$ cat config.mk
export PLATFORM = sky130hd
export DESIGN_NAME = cfi_record_emitter_flat
export DESIGN_NICKNAME = d
export VERILOG_FILES = /design/src/sv/cfr_pkg.sv /design/src/sv/cfr_ifs.sv /design/src/sv/cfr_front.sv /design/src/sv/cfr_queue.sv /design/src/sv/cfr_back.sv /design/src/sv/cfi_record_emitter.sv /design/src/flat_wrapper.sv
export SDC_FILE = /design/constraint.sdc
export NUM_CORES = 1
export LEC_CHECK = 0
export BUFFER_PORTS_ARGS = -buffer_cell sky130_fd_sc_hd__buf_2
export CORE_MARGIN = 5
export CORE_UTILIZATION = 55
export CTS_BUF_LIST = sky130_fd_sc_hd__clkbuf_16
export DETAILED_ROUTE_END_ITERATION = 6
export PLACE_DENSITY = 0.77
export SLEW_MARGIN = 15
export SYNTH_ARGS = -nofsm -noshare
export SYNTH_HDL_FRONTEND = slang
export SYNTH_SLANG_ARGS = --single-unit
$ cat constraint.sdc
create_clock -name clk -period 12.64 [get_ports clk]
set_input_delay 1.264 -clock clk [delete_from_list [all_inputs] [get_ports clk]]
set_output_delay 1.264 -clock clk [all_outputs]
set_load 0.02 [all_outputs]
$ cat src/sv/cfr_pkg.sv
// Shared types, codes and constant byte patterns for the CFI record emitter.
package cfr_pkg;

  localparam logic [1:0] CMD_CIE  = 2'd0;
  localparam logic [1:0] CMD_FDE  = 2'd1;
  localparam logic [1:0] CMD_TERM = 2'd2;

  localparam logic [1:0] KIND_CIE  = 2'd0;
  localparam logic [1:0] KIND_FDE  = 2'd1;
  localparam logic [1:0] KIND_TERM = 2'd2;

  localparam logic [1:0] MODE_NONE      = 2'd0;
  localparam logic [1:0] MODE_FRAMELESS = 2'd1;
  localparam logic [1:0] MODE_FRAME     = 2'd2;

  localparam logic [31:0] ENC_MODE_MASK  = 32'h0F00_0000;
  localparam logic [31:0] ENC_FRAMELESS  = 32'h0200_0000;
  localparam logic [31:0] ENC_FRAME      = 32'h0400_0000;

  localparam logic [7:0] DW_DEF_CFA    = 8'h0c;
  localparam logic [7:0] DW_OFFSET     = 8'h80;
  localparam logic [7:0] DW_OFFSET_EXT = 8'h05;
  localparam logic [7:0] CFA_REG_SP    = 8'h1f;

  // def_cfa fp,16 ; offset lr,1 ; offset fp,2
  localparam logic [63:0] FRAME_PROLOGUE = 64'h0002_9d01_9e10_1d0c;

  typedef struct packed {
    logic [1:0]  kind;
    logic        flag;     // CIE: zPLR form, FDE: LSDA present
    logic        status;
    logic [3:0]  words;
    logic [2:0]  pad;
    logic [1:0]  mode;
    logic [23:0] uleb;
    logic [1:0]  ulen;
    logic [4:0]  xmask;
    logic [3:0]  dmask;
    logic [63:0] hdr;
    logic [63:0] pc;
    logic [31:0] flen;
    logic [63:0] data;     // CIE: personality, FDE: LSDA
  } desc_t;

  // Words of a CIE, zR or zPLR form.
  function automatic logic [63:0] cie_word(logic [1:0] k, logic zplr, logic [63:0] pers);
    logic [63:0] w;
    w = '0;
    if (zplr) begin
      case (k)
        2'd0:    w = 64'h0000_0000_0000_001c;
        2'd1:    w = 64'h7801_0052_4c50_7a01;
        2'd2:    w = {pers[39:0], 8'h00, 8'h0b, 8'h1e};
        default: w = {8'h00, CFA_REG_SP, DW_DEF_CFA, 8'h00, 8'h00, pers[63:40]};
      endcase
    end else begin
      case (k)
        2'd0:    w = 64'h0000_0000_0000_0014;
        2'd1:    w = 64'h011e_7801_0052_7a01;
        default: w = 64'h0000_0000_001f_0c00;
      endcase
    end
    return w;
  endfunction

endpackage

$ cat src/sv/cfr_ifs.sv
// Valid/ready channel interfaces for commands and stream words.
interface cfi_cmd_if;
  logic        valid;
  logic        ready;
  logic [1:0]  command;
  logic [31:0] encoding;
  logic [63:0] func_address;
  logic [31:0] func_length;
  logic [63:0] lsda_address;
  logic [63:0] personality_address;
  modport source (output valid, command, encoding, func_address, func_length,
                  lsda_address, personality_address, input ready);
  modport sink (input valid, command, encoding, func_address, func_length,
                lsda_address, personality_address, output ready);
endinterface

interface cfi_word_if;
  logic        valid;
  logic        ready;
  logic [63:0] data_word;
  logic [3:0]  byte_count;
  logic        last;
  logic        status;
  modport source (output valid, data_word, byte_count, last, status, input ready);
  modport sink (input valid, data_word, byte_count, last, status, output ready);
endinterface

$ cat src/sv/cfr_front.sv
// Front end: accepts commands, tracks stream offsets, sizes each record.
module cfr_front
  import cfr_pkg::*;
(
  input  logic        clk,
  input  logic        rst,
  cfi_cmd_if.sink     cmd,
  input  logic        full,
  output logic        push,
  output desc_t       push_data
);

  logic [31:0] stream_offset;
  logic [31:0] cie_start_offset;
  logic        cie_has_personality;

  logic        accept;
  logic        pers_nz;
  logic [31:0] mode;
  logic [15:0] fsize;
  logic [2:0]  pcx, pcd;
  logic [6:0]  rules, total, padded;
  logic [31:0] body, cie_delta;

  assign cmd.ready = !full;
  assign accept    = cmd.valid && !full;
  assign pers_nz   = cmd.personality_address != 64'd0;
  assign mode      = cmd.encoding & ENC_MODE_MASK;
  assign fsize     = {cmd.encoding[23:12], 4'b0000};
  assign pcx       = 3'($countones(cmd.encoding[4:0]));
  assign pcd       = 3'($countones(cmd.encoding[11:8]));
  assign cie_delta = stream_offset + 32'd4 - cie_start_offset;

  always_comb begin
    push_data = '0;
    push      = 1'b0;
    rules     = '0;
    total     = '0;
    padded    = '0;
    body      = '0;
    push_data.pc   = cmd.func_address;
    push_data.flen = cmd.func_length;
    case (cmd.command)
      CMD_CIE: begin
        push            = accept;
        push_data.kind  = KIND_CIE;
        push_data.flag  = pers_nz;
        push_data.words = pers_nz ? 4'd4 : 4'd3;
        push_data.data  = cmd.personality_address;
      end
      CMD_FDE: begin
        push            = accept;
        push_data.kind  = KIND_FDE;
        push_data.flag  = cie_has_personality;
        push_data.data  = cmd.lsda_address;
        push_data.xmask = cmd.encoding[4:0];
        push_data.dmask = cmd.encoding[11:8];
        // uleb128 of the frameless stack size
        push_data.uleb[7:0]   = {fsize >= 16'd128, fsize[6:0]};
        push_data.uleb[15:8]  = {fsize >= 16'd16384, fsize[13:7]};
        push_data.uleb[23:16] = {6'b0, fsize[15:14]};
        push_data.ulen = (fsize < 16'd128) ? 2'd1 : ((fsize < 16'd16384) ? 2'd2 : 2'd3);
        if (mode == ENC_FRAMELESS) begin
          push_data.mode = MODE_FRAMELESS;
          rules = 7'd2 + {5'b0, push_data.ulen};
        end else if (mode == ENC_FRAME) begin
          push_data.mode = MODE_FRAME;
          rules = 7'd7 + {2'b0, pcx, 2'b00} + {2'b0, pcd, 2'b00} + {3'b0, pcd, 1'b0};
        end else begin
          push_data.mode   = MODE_NONE;
          push_data.status = 1'b1;
        end
        total  = (cie_has_personality ? 7'd33 : 7'd25) + rules;
        padded = (total + 7'd7) & 7'h78;
        body   = {25'b0, padded} - 32'd4;
        push_data.pad   = 3'(padded - total);
        push_data.words = padded[6:3];
        push_data.hdr   = {cie_delta, body};
      end
      CMD_TERM: begin
        push            = accept;
        push_data.kind  = KIND_TERM;
        push_data.words = 4'd1;
      end
      default: push = 1'b0;
    endcase
  end

  always_ff @(posedge clk) begin
    if (rst) begin
      stream_offset       <= '0;
      cie_start_offset    <= '0;
      cie_has_personality <= 1'b0;
    end else if (accept) begin
      case (cmd.command)
        CMD_CIE: begin
          cie_start_offset    <= stream_offset;
          cie_has_personality <= pers_nz;
          stream_offset       <= stream_offset + (pers_nz ? 32'd32 : 32'd24);
        end
        CMD_FDE:  stream_offset <= stream_offset + {25'b0, padded};
        CMD_TERM: stream_offset <= stream_offset + 32'd4;
        default:  stream_offset <= stream_offset;
      endcase
    end
  end

endmodule

$ cat src/sv/cfr_queue.sv
// Small descriptor queue between front and back ends.
module cfr_queue
  import cfr_pkg::*;
#(
  parameter int DEPTH = 2
) (
  input  logic  clk,
  input  logic  rst,
  input  logic  push,
  input  desc_t push_data,
  input  logic  pop,
  output desc_t pop_data,
  output logic  full,
  output logic  empty
);

  localparam int AW = (DEPTH > 1) ? $clog2(DEPTH) : 1;
  localparam int CW = $clog2(DEPTH + 1);

  desc_t          mem [DEPTH];
  logic [AW-1:0]  wr_ptr, rd_ptr;
  logic [CW-1:0]  count;

  assign full     = count == CW'(DEPTH);
  assign empty    = count == '0;
  assign pop_data = mem[rd_ptr];

  always_ff @(posedge clk) begin
    if (push && !full) mem[wr_ptr] <= push_data;
  end

  always_ff @(posedge clk) begin
    if (rst) begin
      wr_ptr <= '0;
      rd_ptr <= '0;
      count  <= '0;
    end else begin
      if (push && !full) wr_ptr <= (wr_ptr == AW'(DEPTH - 1)) ? '0 : wr_ptr + 1'b1;
      if (pop && !empty) rd_ptr <= (rd_ptr == AW'(DEPTH - 1)) ? '0 : rd_ptr + 1'b1;
      count <= count + CW'(push && !full) - CW'(pop && !empty);
    end
  end

endmodule

$ cat src/sv/cfr_back.sv
// Back end: walks record segments, packs bytes into words, drives output.
module cfr_back
  import cfr_pkg::*;
(
  input  logic      clk,
  input  logic      rst,
  input  logic      empty,
  input  desc_t     q_data,
  output logic      pop,
  cfi_word_if.source word
);

  localparam logic [3:0] P_IDLE = 4'd0;
  localparam logic [3:0] P_CIE  = 4'd1;
  localparam logic [3:0] P_HDR  = 4'd2;
  localparam logic [3:0] P_PC   = 4'd3;
  localparam logic [3:0] P_LEN  = 4'd4;
  localparam logic [3:0] P_AUG  = 4'd5;
  localparam logic [3:0] P_LSDA = 4'd6;
  localparam logic [3:0] P_RULE = 4'd7;
  localparam logic [3:0] P_XP   = 4'd8;
  localparam logic [3:0] P_DP   = 4'd9;
  localparam logic [3:0] P_PAD  = 4'd10;
  localparam logic [3:0] P_TERM = 4'd11;

  logic [3:0]  phase, phase_next;
  desc_t       cur;
  logic [4:0]  xm, xm_next;
  logic [3:0]  dm, dm_next;
  logic [4:0]  slot, slot_next;
  logic [63:0] acc;
  logic [2:0]  cnt;
  logic [3:0]  wc;

  logic         adv, step, emit;
  logic [63:0]  seg;
  logic [3:0]   slen, total;
  logic [127:0] wide;
  logic [2:0]   xi;
  logic [1:0]   di;
  logic [5:0]   xr;
  logic [6:0]   dr;
  logic [7:0]   s0, s1;

  assign adv  = !word.valid || word.ready;
  assign step = adv && phase != P_IDLE;
  assign pop  = phase == P_IDLE && !empty;
  assign s0   = {3'b0, slot};
  assign s1   = {3'b0, slot + 5'd1};

  always_comb begin
    xi = '0;
    for (int i = 4; i >= 0; i--) if (xm[i]) xi = 3'(i);
    di = '0;
    for (int i = 3; i >= 0; i--) if (dm[i]) di = 2'(i);
  end
  assign xr = 6'd19 + {2'b0, xi, 1'b0};
  assign dr = 7'd72 + {4'b0, di, 1'b0};

  always_comb begin
    seg        = '0;
    slen       = '0;
    phase_next = phase;
    xm_next    = xm;
    dm_next    = dm;
    slot_next  = slot;
    case (phase)
      P_CIE: begin
        seg  = cie_word(wc[1:0], cur.flag, cur.data);
        slen = 4'd8;
        if (wc + 4'd1 == cur.words) phase_next = P_IDLE;
      end
      P_HDR: begin seg = cur.hdr;           slen = 4'd8; phase_next = P_PC;  end
      P_PC:  begin seg = cur.pc;            slen = 4'd8; phase_next = P_LEN; end
      P_LEN: begin seg = {32'b0, cur.flen}; slen = 4'd8; phase_next = P_AUG; end
      P_AUG: begin
        seg        = cur.flag ? 64'd8 : 64'd0;
        slen       = 4'd1;
        phase_next = cur.flag ? P_LSDA : P_RULE;
      end
      P_LSDA: begin seg = cur.data; slen = 4'd8; phase_next = P_RULE; end
      P_RULE: begin
        case (cur.mode)
          MODE_FRAMELESS: begin
            seg        = {24'b0, cur.uleb, CFA_REG_SP, DW_DEF_CFA};
            slen       = 4'd2 + {2'b0, cur.ulen};
            phase_next = P_PAD;
          end
          MODE_FRAME: begin
            seg        = FRAME_PROLOGUE;
            slen       = 4'd7;
            phase_next = (xm != '0) ? P_XP : ((dm != '0) ? P_DP : P_PAD);
          end
          default: phase_next = P_PAD;
        endcase
      end
      P_XP: begin
        seg  = {32'b0, s1, DW_OFFSET | {2'b0, xr + 6'd1}, s0, DW_OFFSET | {2'b0, xr}};
        slen = 4'd4;
        xm_next        = xm & ~(5'd1 << xi);
        slot_next      = slot + 5'd2;
        phase_next     = (xm_next != '0) ? P_XP : ((dm != '0) ? P_DP : P_PAD);
      end
      P_DP: begin
        seg  = {16'b0, s1, {1'b0, dr + 7'd1}, DW_OFFSET_EXT, s0, {1'b0, dr}, DW_OFFSET_EXT};
        slen = 4'd6;
        dm_next    = dm & ~(4'd1 << di);
        slot_next  = slot + 5'd2;
        phase_next = (dm_next != '0) ? P_DP : P_PAD;
      end
      P_PAD: begin slen = {1'b0, cur.pad}; phase_next = P_IDLE; end
      P_TERM: phase_next = P_IDLE;
      default: phase_next = phase;
    endcase
  end

  // byte packer: at most one full word leaves per step
  assign total = {1'b0, cnt} + slen;
  assign wide  = {64'b0, acc} | ({64'b0, seg} << {cnt, 3'b000});
  assign emit  = step && (phase == P_TERM || total[3]);

  always_ff @(posedge clk) begin
    if (rst) begin
      phase      <= P_IDLE;
      cnt        <= '0;
      acc        <= '0;
      wc         <= '0;
      word.valid <= 1'b0;
    end else begin
      if (pop) begin
        wc <= '0;
        case (q_data.kind)
          KIND_CIE:  phase <= P_CIE;
          KIND_FDE:  phase <= P_HDR;
          default:   phase <= P_TERM;
        endcase
      end else if (step) begin
        phase <= phase_next;
        if (phase != P_TERM) begin
          acc <= total[3] ? wide[127:64] : wide[63:0];
          cnt <= total[2:0];
        end
        if (emit) wc <= wc + 4'd1;
      end
      if (adv) word.valid <= emit;
    end
  end

  always_ff @(posedge clk) begin
    if (pop) begin
      cur  <= q_data;
      xm   <= q_data.xmask;
      dm   <= q_data.dmask;
      slot <= 5'd3;
    end else if (step) begin
      xm   <= xm_next;
      dm   <= dm_next;
      slot <= slot_next;
    end
    if (emit) begin
      word.data_word  <= (phase == P_TERM) ? 64'd0 : wide[63:0];
      word.byte_count <= (phase == P_TERM) ? 4'd4 : 4'd8;
      word.last       <= wc + 4'd1 == cur.words;
      word.status     <= cur.status;
    end
  end

endmodule

$ cat src/sv/cfi_record_emitter.sv
// Top level of the arm64 unwind-table CIE/FDE record emitter.
// A command is written to the queue at its accepting edge; once the back end is idle
//   the record is popped, and its first word is then registered in the output register.
// The back end handles one segment per cycle while the output is not stalled, and pops
//   a new record only after the segments of the last one are through.
// Reset (synchronous, rst high) clears offsets, CIE state, queue and output.
module cfi_record_emitter
  import cfr_pkg::*;
#(
  parameter int QUEUE_DEPTH = 2
) (
  input  logic       clk,
  input  logic       rst,
  cfi_cmd_if.sink    cmd,
  cfi_word_if.source word
);

  // Front: each accepted transaction is classified and sized here, so the
  // record length and CIE back-distance are known before the first word.
  desc_t push_data, pop_data;
  logic  push, pop, full, empty;

  cfr_front u_front (
    .clk(clk), .rst(rst), .cmd(cmd), .full(full),
    .push(push), .push_data(push_data)
  );

  // Queue lets the front keep taking commands while the back is stalled.
  cfr_queue #(.DEPTH(QUEUE_DEPTH)) u_queue (
    .clk(clk), .rst(rst), .push(push), .push_data(push_data),
    .pop(pop), .pop_data(pop_data), .full(full), .empty(empty)
  );

  // Back: segment sequencer, byte packer and output register.
  cfr_back u_back (
    .clk(clk), .rst(rst), .empty(empty), .q_data(pop_data),
    .pop(pop), .word(word)
  );

endmodule

$ cat src/flat_wrapper.sv
// flat-port wrapper written by rule: the top's interface ports become plain ports
module cfi_record_emitter_flat import cfr_pkg::*;
#(
  parameter int QUEUE_DEPTH = 2
)
  (clk, rst, cmd_valid, cmd_command, cmd_encoding, cmd_func_address, cmd_func_length, cmd_lsda_address, cmd_personality_address, cmd_ready, word_valid, word_data_word, word_byte_count, word_last, word_status, word_ready);
  cfi_cmd_if cmd_i ();
  cfi_word_if word_i ();
  input  logic clk;
  input  logic rst;
  input wire logic [$bits(cmd_i.valid)-1:0] cmd_valid;
  input wire logic [$bits(cmd_i.command)-1:0] cmd_command;
  input wire logic [$bits(cmd_i.encoding)-1:0] cmd_encoding;
  input wire logic [$bits(cmd_i.func_address)-1:0] cmd_func_address;
  input wire logic [$bits(cmd_i.func_length)-1:0] cmd_func_length;
  input wire logic [$bits(cmd_i.lsda_address)-1:0] cmd_lsda_address;
  input wire logic [$bits(cmd_i.personality_address)-1:0] cmd_personality_address;
  output wire logic [$bits(cmd_i.ready)-1:0] cmd_ready;
  output wire logic [$bits(word_i.valid)-1:0] word_valid;
  output wire logic [$bits(word_i.data_word)-1:0] word_data_word;
  output wire logic [$bits(word_i.byte_count)-1:0] word_byte_count;
  output wire logic [$bits(word_i.last)-1:0] word_last;
  output wire logic [$bits(word_i.status)-1:0] word_status;
  input wire logic [$bits(word_i.ready)-1:0] word_ready;
  assign cmd_i.valid = cmd_valid;
  assign cmd_i.command = cmd_command;
  assign cmd_i.encoding = cmd_encoding;
  assign cmd_i.func_address = cmd_func_address;
  assign cmd_i.func_length = cmd_func_length;
  assign cmd_i.lsda_address = cmd_lsda_address;
  assign cmd_i.personality_address = cmd_personality_address;
  assign cmd_ready = cmd_i.ready;
  assign word_valid = word_i.valid;
  assign word_data_word = word_i.data_word;
  assign word_byte_count = word_i.byte_count;
  assign word_last = word_i.last;
  assign word_status = word_i.status;
  assign word_i.ready = word_ready;
  cfi_record_emitter #(.QUEUE_DEPTH(QUEUE_DEPTH)) u_core (.clk(clk), .rst(rst), .cmd(cmd_i), .word(word_i));
endmodule
==> results <==
- The flow ran to the end, but the final reports show violations.
- The final reports fail on design-rule violations.
- After clock tree synthesis, the flow added hold-fix buffers numbering 0.
- After detailed routing, the number of remaining DRC violations is 8.
- The final critical delay including setup and external delays is 7.52 ns.
- Of the total synthesized cell area, the portion taken by XOR and XNOR cells is 0.0195.
- The startpoint of the lowest-slack register-to-register path is u_core.u_back.cur[259]$_DFFE_PP_.
- The floorplan step defined a die boundary enclosing 83,800 um^2.
- Of the synthesized area, sequential elements account for 0.603.
- The sum of met3 wire segment lengths after detailed routing is 11,100 um.
- The routed metal-1 wire length is 50,200 um.
- After synthesis the cells add up to 43,000 um^2.
- The setup path with the least slack is of type input port to flop.
- The number of failing hold endpoints at the final stage is 0.
- Setup repair after global routing left no endpoint under its margin.
- The number of primary I/O pins is 334.
- For this configuration, the core starts out at a cell density of 0.555.
- The number of global-route vias before repair came to 28,700.
- The routed wire length is 127,000 um.
- The post-layout net count is 4,027.
- The count of cells resized by post-cts repair is 0.
- The area growth from synthesis to layout is 12.7%.
- STA puts the critical path data arrival time at 8.01 ns.
- By area the synthesized netlist is led by edfxtp_1 (54%), dfxtp_1 (6.8%), mux2_2 (6.5%), mux2i_1 (3.9%), nor2_1 (3.1%).
- The adder-cell share of the synthesized area is 0.0243.
- The post-CTS repair timing setup buffer count is 0.
- Of all nets on the critical path, the largest fanout is 10.
- The type of element launching the critical path is an input port.
- Dividing the detail-routed via count by the number of cells gives 6.23.
- The count of nets left with antenna violations once routing finished came out at 0.
- The fraction of registers with async set/reset is 0.
- Summed over all nets, the half-perimeter wirelength after detailed placement is 91,000 um.
- After detailed routing, no signal wire sits above met4.
- The most used cell along the critical path is ha_1.
- Summing all multi-input logic gate instances after layout gives 15,900 um^2.
- Synthesis handed over a netlist of 3,432 instances.
- The power per standard cell area is 219 nW/um^2.
- The largest stage delay on the critical path is 0.58 ns.
- The initial antenna violation count came to 0.
- Dividing the final minimum period by the clock period gives 0.595.
- The number of different library cells used by synthesis comes to 102.
- TritonCTS built the clock tree.
- In this run the vertical extent of the chip is 290 um.
- The total via count in the routed design is 29,900.
- The launching element of the worst setup path is cmd_encoding[0].
- The register cell area after layout is 25,900 um^2.
- Of the total synthesized cell area, the portion taken by AND, OR, NAND and NOR gates is 0.111.
- The prevailing post-synth register cell is edfxtp_1.
- The H-tree depth reported by CTS is 3.
- The achievable frequency is 133 MHz.
- The clock slew at the register clock pins of the worst setup and hold paths is 0.06 ns.
- Summed over all nets, wire length on met2 after detailed routing comes to 59,000 um.
- The placement row count is 102.
- The type of destination of the critical path is a flop.
- The maximum vdd ir drop is 0.201 mV.
- The portion of synthesized area spent on multiplexers is 0.110.
- After synthesis, the largest family of logic cells by area is simple AND/OR/NAND/NOR gates.
- The tree is rooted in a clkbuf_16.
- The number of search-and-repair iterations in the first detailed-routing pass is 7.
- The number of clock buffers added by TritonCTS is 92.
- Counting along the longest clock path gives a buffer depth of 3.
- The hold path startpoint is u_core.u_back.cur[268]$_DFFE_PP_.
- The filler cells instantiated in the layout total 5,825.
- The first global-routing pass estimated 184,000 um of wire.
- Dividing the detail-routed wire length by the instance count gives 26.4 um.
- The worst hold path belongs to the class flop to flop.
- Yosys printed 0 warnings.
- Headroom to the max-slew limit came out at 0.116.
- The required time at the endpoint of the critical path is 13.13 ns.
- The count of flip-flops with a built-in enable after synthesis is 766.
- The final weighted congestion in routability-driven placement is 1.04.
- The horizontal extent of the die is 290 um.
- In the global route stage, overall resource usage came out at 0.296.
- The mean instance size in the synthesized netlist is 12.5 um^2.
- The number of buffers added on ports is 324.
- The clock net in this run drives a total of 912 sinks.
- The post-synthesis compound-gate area fraction is 0.102.
- The total count of max-transition violations in the final report is 0.
- The cell at the slowest stage of the critical path is a211oi_1.
- The static power due to leakage is 0.0177 uW.
- The synthesized design contains 912 register bits.
- The fraction of final layout cells sized beyond drive strength 1 is 0.220.
- Clock skew on the completed layout was measured at 0.0287 ns.
- The max-capacitance violation count is 0.
- At the end of the flow the core is filled with cells to 0.625.
- 0 antenna diodes ended up in the layout.
- The slew at the pin with the worst max-slew slack is 1.32 ns.
- The later pin in the worst-skew pair is clocked with a latency of 0.65 ns.
- The accumulated negative setup slack is 0 ns.
- Of all cell types, the one taking the most synthesized area is edfxtp_1.
- Entering global routing, the biggest net connects 168 pins.
- The first routing iteration left 3,580 violations.
- The placeable core region is 77,500 um^2.
- Of the post-synthesis cell area, the dominant cell type holds 0.535.
- The final-report setup violation count is 0.
- The total global routing overflow is 0.
[synthesized netlist by cell type, types with 19 or more instances]
cell	count
edfxtp_1	766
nor2_1	359
mux2_2	249
nand2_1	200
a21oi_1	187
mux2i_1	166
dfxtp_1	146
clkbuf_1	138
o21ai_0	102
inv_1	91
ha_1	69
nor3_1	62
and2_1	54
nand3_1	52
xnor2_1	48
xor2_1	45
a211oi_1	36
buf_2	36
buf_1	30
nor4_1	29
nand2b_1	27
a21o_1	25
nand3b_1	24
nand4_1	23
a22oi_1	22
nor2b_1	22
o22ai_1	21
and3_1	19
[metal layers]
metal / global-route usage / up-vias
met5: 0 / -
met4: 0.139 / 0
met3: 0.0469 / 274
met2: 0.473 / 1541
met1: 0.403 / 14700
li1: - / 13400
[final timing paths]
kind | end | cells past startpoint | slack, ns
worst min-delay path | u_core.u_back.word.status$_DFFE_PP_ | 0 | 0.44
worst min register to register | u_core.u_back.word.status$_DFFE_PP_ | 0 | 0.44
worst max-delay path | u_core.u_front.stream_offset[25]$_SDFFE_PP0P_ | 27 | 5.12
worst max register to register | u_core.u_back.word.data_word[39]$_SDFFCE_PP0P_ | 13 | 7.53
[placed cells by master (no fill, tap or decap), types with 13 or more instances in the layout]
master	instances
and2_1	53
dfxtp_1	140
nor4_1	29
a221o_1	17
nand3b_1	24
nand2b_1	27
nand2_1	199
buf_2	322
a22oi_1	22
mux2_2	249
a221oi_1	13
nand4_1	23
a22o_1	13
xor2_1	45
o21ai_0	102
mux2i_1	166
o22ai_1	21
clkbuf_16	95
inv_1	117
nand3_1	52
nor3_1	60
and3_1	19
ha_1	69
a211oi_1	36
o21a_1	18
a21oi_1	187
o221ai_1	13
nor2_1	357
edfxtp_1	766
buf_4	53
a21o_1	25
nor2b_1	22
clkinv_1	19
xnor2_1	47
or3_1	15
[through the flow]
| step | hold WS, ns | area, um^2 | setup slack (ns) | total power (uW) | std cells |
|---|---|---|---|---|---|
| floorplan | 0.400 | 43000 | 0.148 | 6800 | 3433 |
| global placement | 0.404 | 45500 | 4.70 | 7920 | 4633 |
| detailed placement | 0.435 | 45500 | 4.57 | 7980 | 4633 |
| CTS | 0.449 | 48400 | 5.16 | 10600 | 4802 |
| global route | 0.452 | 48500 | 4.69 | 11000 | 4802 |
| finish | 0.444 | 48500 | 5.12 | 10600 | 4802 |
[where the power goes]
group / total, uW / internal, uW / switching, uW
sequential: 4790 / 4260 / 530
combinational: 3210 / 1050 / 2160
clock: 2620 / 1470 / 1150
[registers in the layout, indices dropped and copies added, names as in the netlist, 3 cells and up, named ones only]
name	cells
u_core.u_queue.mem	466
u_core.u_back.cur	223
u_core.u_back.acc	64
u_core.u_back.word.data_word	64
u_core.u_front.cie_start_offset	30
u_core.u_front.stream_offset	30
u_core.u_back.xm	5
u_core.u_back.dm	4
u_core.u_back.phase	4
u_core.u_back.slot	4
u_core.u_back.wc	4
u_core.u_back.cnt	3
[final cells by class]
class / instances / share of cell area
clock buffer: 95 / 0.0491
clock inverter: 74 / 0.0115
inverter: 97 / 0.00767
multi-input combinational: 2208 / 0.328
sequential: 912 / 0.535
tap: 1040 / 0.0269
timing repair buffer: 376 / 0.0419
[critical path, delay by kind of cell]
family / cells / cell delay, ns
buffers and inverters: 3 / 0.21
and+or+nand+nor: 9 / 1.47
adders and majority gates: 8 / 3.01
AOI/OAI and AO/OA: 4 / 1.23
xor gates and xnor gates: 3 / 0.81
[logic make-up after synthesis]
logic type,count (synthesis)
adders and majority gates,78
buffers and inverters,313
xor gates and xnor gates,94
DFF,912
and+or+nand+nor,965
other,1
muxes,427
AOI/OAI and AO/OA,642
No activity file was read; power rests on OpenSTA's default activity.
